--- src/hw/rtl/asat_pkg.sv ---
// ============================================================================
// asat_pkg
// Shared types, constants and the microcode program of the sine saturator.
// ============================================================================
package asat_pkg;

    // Default sample and table sizes.
    localparam int SAMPLE_BITS_DEF     = 24;
    localparam int SINE_TABLE_BITS_DEF = 10;

    // Fixed-point constants of the sine path.
    localparam int INV_TWO_PI_Q32 = 683565276;   // round(2^32 / (2*pi))
    localparam int HALF_PI_Q30    = 1686629713;  // pi/2 in Q1.30
    localparam int ONE_Q30        = 1073741824;  // 1.0 in Q1.30
    localparam int TBL_DATA_W     = 31;          // table entries lie in [0, 2^30]

    // Drive register: a Q1.16 fraction with 1.0 as its top value.
    localparam int DRIVE_W    = 17;
    localparam int DRIVE_FRAC = 16;
    localparam int DRIVE_MAX  = 65536;

    // Microcode program size.
    localparam int STEP_W = 4;

    // Sequencer state.
    typedef enum logic {
        ST_IDLE,
        ST_RUN
    } state_t;

    // What the shared multiplier works on in a step.
    typedef enum logic [2:0] {
        MUL_HOLD,
        MUL_PHASE,
        MUL_INTERP,
        MUL_BLEND,
        MUL_WET,
        MUL_DRY
    } mul_op_t;

    // Sine table read: the lower or the upper point of an interval.
    typedef enum logic [1:0] {
        ROM_IDLE,
        ROM_LO,
        ROM_HI
    } rom_op_t;

    // Datapath register update in a step.
    typedef enum logic [3:0] {
        DP_NONE,
        DP_POS,
        DP_LATCH_LO,
        DP_DIFF,
        DP_MAG,
        DP_SINE,
        DP_SUM,
        DP_BLEND,
        DP_OMB,
        DP_ACC_LOAD,
        DP_ACC_ADD,
        DP_OUT
    } dp_op_t;

    // Step counter control.
    typedef enum logic [1:0] {
        SEQ_NEXT,
        SEQ_CHAN,
        SEQ_END
    } seq_op_t;

    // One control word of the program.
    typedef struct packed {
        mul_op_t mul_op;
        rom_op_t rom_op;
        dp_op_t  dp_op;
        seq_op_t seq_op;
    } ucode_t;

    // Controls from the sequencer to the datapath.
    typedef struct packed {
        mul_op_t mul_op;
        rom_op_t rom_op;
        dp_op_t  dp_op;
        logic    chan;
        logic    in_load;
        logic    out_load;
    } dp_ctrl_t;

    // The program: steps 0 to 14 shape one channel, step 15 hands the pair
    // to the output register. The multiplier product and the table read data
    // are both registered, and each is used in the step after it is issued.
    function automatic ucode_t ucode_word(input logic [STEP_W-1:0] step);
        ucode_t w;
        w = '{mul_op: MUL_HOLD, rom_op: ROM_IDLE, dp_op: DP_NONE, seq_op: SEQ_NEXT};
        case (step)
            4'd0:  w.mul_op = MUL_PHASE;
            4'd1:  w.dp_op  = DP_POS;
            4'd2:  w.rom_op = ROM_LO;
            4'd3: begin
                w.rom_op = ROM_HI;
                w.dp_op  = DP_LATCH_LO;
            end
            4'd4:  w.dp_op  = DP_DIFF;
            4'd5:  w.mul_op = MUL_INTERP;
            4'd6:  w.dp_op  = DP_MAG;
            4'd7:  w.dp_op  = DP_SINE;
            4'd8:  w.dp_op  = DP_SUM;
            4'd9:  w.mul_op = MUL_BLEND;
            4'd10: w.dp_op  = DP_BLEND;
            4'd11: begin
                w.mul_op = MUL_WET;
                w.dp_op  = DP_OMB;
            end
            4'd12: begin
                w.mul_op = MUL_DRY;
                w.dp_op  = DP_ACC_LOAD;
            end
            4'd13: w.dp_op  = DP_ACC_ADD;
            4'd14: begin
                w.dp_op  = DP_OUT;
                w.seq_op = SEQ_CHAN;
            end
            4'd15: w.seq_op = SEQ_END;
            default: w.seq_op = SEQ_END;
        endcase
        return w;
    endfunction

endpackage

--- src/hw/rtl/asat_sequencer.sv ---
// ============================================================================
// asat_sequencer
// Step counter and microcode table that run the datapath, plus handshakes.
// ============================================================================
module asat_sequencer (
    input  logic                aclk,
    input  logic                aresetn,
    input  logic                s_tvalid,
    output logic                s_tready,
    output logic                m_tvalid,
    input  logic                m_tready,
    output asat_pkg::dp_ctrl_t  ctrl
);
    import asat_pkg::*;

    state_t              state_reg;
    state_t              state_next;
    logic [STEP_W-1:0]   step_reg;
    logic [STEP_W-1:0]   step_next;
    logic                chan_reg;
    logic                chan_next;
    logic                m_tvalid_reg;
    logic                m_tvalid_next;
    ucode_t              uc;
    logic                in_load;
    logic                out_load;
    logic                out_free;

    assign uc       = ucode_word(step_reg);
    assign s_tready = (state_reg == ST_IDLE);
    assign in_load  = s_tvalid && s_tready;
    assign out_free = !m_tvalid_reg || m_tready;

    // Control state registers.
    always_ff @(posedge aclk) begin
        if (!aresetn) begin
            state_reg    <= ST_IDLE;
            step_reg     <= '0;
            chan_reg     <= 1'b0;
            m_tvalid_reg <= 1'b0;
        end else begin
            state_reg    <= state_next;
            step_reg     <= step_next;
            chan_reg     <= chan_next;
            m_tvalid_reg <= m_tvalid_next;
        end
    end

    // Next step, channel turnaround and output hand-off.
    always_comb begin
        state_next = state_reg;
        step_next  = step_reg;
        chan_next  = chan_reg;
        out_load   = 1'b0;
        case (state_reg)
            ST_IDLE: begin
                if (in_load) begin
                    state_next = ST_RUN;
                    step_next  = '0;
                    chan_next  = 1'b0;
                end
            end
            ST_RUN: begin
                case (uc.seq_op)
                    SEQ_NEXT: step_next = step_reg + STEP_W'(1);
                    SEQ_CHAN: begin
                        if (!chan_reg) begin
                            chan_next = 1'b1;
                            step_next = '0;
                        end else begin
                            step_next = step_reg + STEP_W'(1);
                        end
                    end
                    SEQ_END: begin
                        if (out_free) begin
                            out_load   = 1'b1;
                            state_next = ST_IDLE;
                        end
                    end
                    default: state_next = ST_IDLE;
                endcase
            end
            default: state_next = ST_IDLE;
        endcase

        m_tvalid_next = m_tvalid_reg;
        if (m_tvalid_reg && m_tready) begin
            m_tvalid_next = 1'b0;
        end
        if (out_load) begin
            m_tvalid_next = 1'b1;
        end
    end

    // Datapath controls; no program operation is issued while idle.
    always_comb begin
        ctrl.chan     = chan_reg;
        ctrl.in_load  = in_load;
        ctrl.out_load = out_load;
        if (state_reg == ST_RUN) begin
            ctrl.mul_op = uc.mul_op;
            ctrl.rom_op = uc.rom_op;
            ctrl.dp_op  = uc.dp_op;
        end else begin
            ctrl.mul_op = MUL_HOLD;
            ctrl.rom_op = ROM_IDLE;
            ctrl.dp_op  = DP_NONE;
        end
    end

    assign m_tvalid = m_tvalid_reg;

endmodule

--- config.mk ---
export PLATFORM = sky130hd
export DESIGN_NAME = asat_sequencer
export DESIGN_NICKNAME = d
export VERILOG_FILES = /design/src/hw/rtl/asat_pkg.sv /design/src/hw/rtl/asat_sequencer.sv
export SDC_FILE = /design/constraint.sdc
export NUM_CORES = 1
export LEC_CHECK = 0
export BUFFER_PORTS_ARGS = -buffer_cell sky130_fd_sc_hd__buf_4
export CAP_MARGIN = 25
export CORE_AREA = 2 2 39 41
export CTS_BUF_LIST = sky130_fd_sc_hd__clkbuf_8
export CTS_CLUSTER_DIAMETER = 120
export DETAILED_ROUTE_END_ITERATION = 10
export DIE_AREA = 0 0 41 43
export HOLD_SLACK_MARGIN = 0.1
export PLACE_DENSITY = 0.79
export SYNTH_ARGS = -nofsm -noshare
export SYNTH_HDL_FRONTEND = slang
export SYNTH_SLANG_ARGS = --single-unit
--- constraint.sdc ---
create_clock -name aclk -period 4.4 [get_ports aclk]
set_input_delay 0.22 -clock aclk [delete_from_list [all_inputs] [get_ports aclk]]
set_output_delay 0.22 -clock aclk [all_outputs]
set_load 0.02 [all_outputs]
; Yosys cells after proc, flatten, opt, wreduce, memory -nomap -nowiden
; Index checks and enable logic that the tools add are counted.
[totals]
out_inout_bits = 14
ff_bits = 7
inputBits = 4
[op_classes]
n_addsub = 1
n_eq_ne = 20
muxes = 21
n_bitwise = 1
n_reduce_logical = 10
[ops]
columns = op, count
row1 = $pmux W4 S11, 1
row2 = $eq A4 B4 Y1 const B, 8
row3 = $eq A4 B3 Y1 const B, 4
row4 = $pmux W4 S2, 2
row5 = $pmux W3 S5, 1
row6 = $mux W1, 9
row7 = $mux W9, 1
row8 = $eq A4 B2 Y1 const B, 2
row9 = $mux W4, 2
row10 = $pmux W2 S2, 2
row11 = $pmux W1 S2, 3
row12 = $add A4 B1 Y4 const B, 1
row13 = $eq A4 B1 Y1 const B, 1
row14 = $logic_not A4 Y1, 1
row15 = $ne A2 B1 Y1 const B, 2
row16 = $reduce_and A2 Y1, 2
row17 = $ne A3 B1 Y1 const B, 1
row18 = $eq A2 B1 Y1 const B, 1
row19 = $eq A2 B2 Y1 const B, 1
row20 = $logic_and A1 B1 Y1, 2
row21 = $logic_not A2 Y1, 1
row22 = $reduce_bool A2 Y1, 1
row23 = $reduce_or A2 Y1, 1
row24 = $logic_not A1 Y1, 1
row25 = other kinds (2), 2

; Longest topological paths before layout
[logic_depth]
word_depth = 6
depth_mapped = 7
depth_no_buf = 6

; Worst setup path before layout
; Ideal clock, no wire load.
[synth_path]
kind = register -> output
start = reg step_reg[0]
end = out ctrl[6] (netlist name)
stages_incl_launch_ff = 6
t_arrival_ns = 1.540
path_slack_ns = 2.640
cell_sequence = dfxtp_1 -> inv_1 -> ha_1 -> clkbuf_1 -> nor2_1 -> a311oi_1
[synth_lines]
columns = element, line_no
row1 = start: declaration, asat_sequencer.sv:18  ; logic [STEP_W-1:0] step_reg;
row2 = start signal: assignment, asat_sequencer.sv:43  ; step_reg <= step_next;
row3 = end: declaration, asat_sequencer.sv:12  ; output asat_pkg::dp_ctrl_t ctrl

==> results.ini <==
[run_status]
status=complete, no violations

[clock_tree]
post_cts_buffers=0
clockBufferDepth=2
cts_buffers=3
clkLatencyLatePin_ns=0.22
cts_tree=built
ctsHoldBuffers=0
root_buffer=clkbuf_8
htree_levels=1
clk_transition_reported_paths_ns=0.04
cts_resized=0
cts_sinks=7

[sta]
post-route-period-util_pct=48.9
setup_viol=0
hold_viol_final=0
grt_setup_unrepaired=false
clock_skew_ns=0.000795
fin_tns_setup_ns=0
maxSlewHeadroom_pct=53.4
holdWs_ns=0.255
tightest_slew_ns=0.698
max_freq_ghz=0.465
maxSlewViolCount=0
fin_crit_ns=2.15

[finish]
fillCellCount=145
drive_gt1_share_pct=19.0
layout_common_cells=buf_4, nand2_1, inv_1, nor2_1, dfxtp_1
layout_commonest_cell=buf_4
final_nets=115
final_util_pct=57.5
diodes=0
largest_reg_flops=4
synthToLayoutAreaGrowth_pct=19.5

[synthesis]
synthAdderAreaFrac_pct=9.40
synth_fp_nets=103
synth_top_family_by_area=compound AO/OA/AOI/OAI gates
yosysWarnings=0
synth-edff-count=0
avgSynthCellArea_um2=7.08
synth_compound_area_share_pct=26.3
synthSimpleGateAreaFrac_pct=26.3
ys_seq_area_share_pct=21.1
synth-xor-area-share_pct=0
synth_area_um2=666
ys_async_sr_fraction_pct=0
ys_types=34
synthFlopType=dfxtp_1
synthCells=94
synth_seq_cells=7
synthMuxAreaShare_pct=3.01

[worst_setup_path]
critPathCaptureType=output pin
path_max_fanout=23
critPathLaunchType=register
path_buf_inv=1
cp_cell_sequence=nor3b_1 > a21oi_1 > o311ai_1 > a31oi_1 > buf_4
r2r_setup_slack_ns=2.68
worstPathRequired_ns=4.18
worst_path_largest_cell_delay_ns=0.76
cp_top_family=flip-flops
arrival_ns=1.93
critPathKind=reg -> out
crit_path_top_delay_cell=dfxtp_1

[placed_design]
gp_congestion=0.821
dp_hpwl_um=1090
portBuffers=17

[detailed_routing]
finalWirelength_um=1470
wl_per_cell_um=12.2
vias=690
antenna_left=0
viasPerCell=5.70
firstDrtPassIters=4
drt_iter0_markers=13
drc_errors=0

[floorplan]
die_width_um=41
rows=14
start_util_pct=48.1
die_h_um=43
pin_count=18
fp.dieArea_mm2=0.00176
core-area_mm2=0.00138

[power_and_ir_drop]
p_switching_mw=0.0572
intPower_mw=0.145
clkPwrFrac_pct=42.9
power_density_mw_per_mm2=254
cellLeakagePower_nw=0.345
p_sw_share_pct=28.3
ir_drop_v=0.000181
p_comb_share_pct=21.9
seq_power_share_pct=35.3
power_mw=0.202

[grt]
grt_max_degree=24
grt-ovfl-total=0
grt_pass1_vias=571
grt_pass1_wl_um=2300
antenna_found_initial=0
grt_use_total_pct=19.0

[flow_run]
cap_violations=0

[hold_path]
hp-class=in -> reg

[logic make-up (layout without fill, tap and decap cells)]
group | Yosys count | in the layout
DFF | 7 | 7
AOI/OAI and AO/OA | 27 | 27
muxes | 2 | 2
and+or+nand+nor | 35 | 35
buffers and inverters | 18 | 29
adders and majority gates | 5 | 5
[cell usage after synthesis, types with 2 or more instances]
cell type,count,area [µm²]
inv_1,8,30.0
mux2i_1,2,20.0
buf_2,5,25.0
a21oi_1,6,30.0
ha_1,5,62.6
a31oi_1,4,25.0
nor3_1,3,15.0
o21ai_0,5,25.0
nand2b_1,2,12.5
nand3b_1,3,22.5
nand2_1,9,33.8
buf_4,3,22.5
dfxtp_1,7,140
nor2b_1,4,25.0
nor2_1,9,33.8
[metal layers]
layer	wire length [µm]	track usage (%)	vias to the layer above
met5	0	0	-
met4	29	10.0	0
met3	91	3.14	5
met2	660	29.4	22
met1	689	24.0	314
li1	-	-	349
[power groups by stage]
stage | clock, mW | sequential (mW) | combinational, mW
after floorplan | 0 | 0.0695 | 0.0346
after global placement | 0 | 0.0721 | 0.0434
after detailed placement | 0 | 0.0724 | 0.0441
after CTS | 0.0873 | 0.0714 | 0.0445
after global routing | 0.0931 | 0.0718 | 0.0492
final | 0.0867 | 0.0713 | 0.0442
[area by class of cell]
| class | count | area [µm²] | share of cell area, % |
|---|---|---|---|
| multi-input cells | 69 | 433 | 54.4 |
| flip-flops and latches | 7 | 140 | 17.6 |
| repair buffers | 17 | 128 | 16.0 |
| clock buffers | 3 | 41.3 | 5.19 |
| inverters | 8 | 30.0 | 3.77 |
| well taps | 16 | 20.0 | 2.52 |
| clock inverters | 1 | 3.75 | 0.472 |
[path summary, 6_finish.rpt]
check	start	endpoint	depth (start not counted)
max reg2reg	step_reg[2]$_SDFFE_PN0P_	step_reg[1]$_SDFFE_PN0P_	4
max	step_reg[2]$_SDFFE_PN0P_	ctrl[3]	5
min	aresetn	m_tvalid$_SDFFE_PN0P_	2
min reg2reg	chan_reg$_SDFFE_PN0P_	chan_reg$_SDFFE_PN0P_	3
[through the flow]
step	cell area (µm²)	cells	setup WS, ns
after detailed placement	751	117	2.53
final	796	121	2.25
after global routing	796	121	2.13
after floorplan	666	94	2.64
after CTS	796	121	2.29
after global placement	751	117	2.61
[worst reg2reg max path: stages, from the launching register on]
cell and delay, ns:
dfxtp_1 0.76, nand2_1 0.29, a22o_1 0.33, a22oi_1 0.16, nor2b_1 0.06
Note: power is estimated with default switching activity, not from simulation.
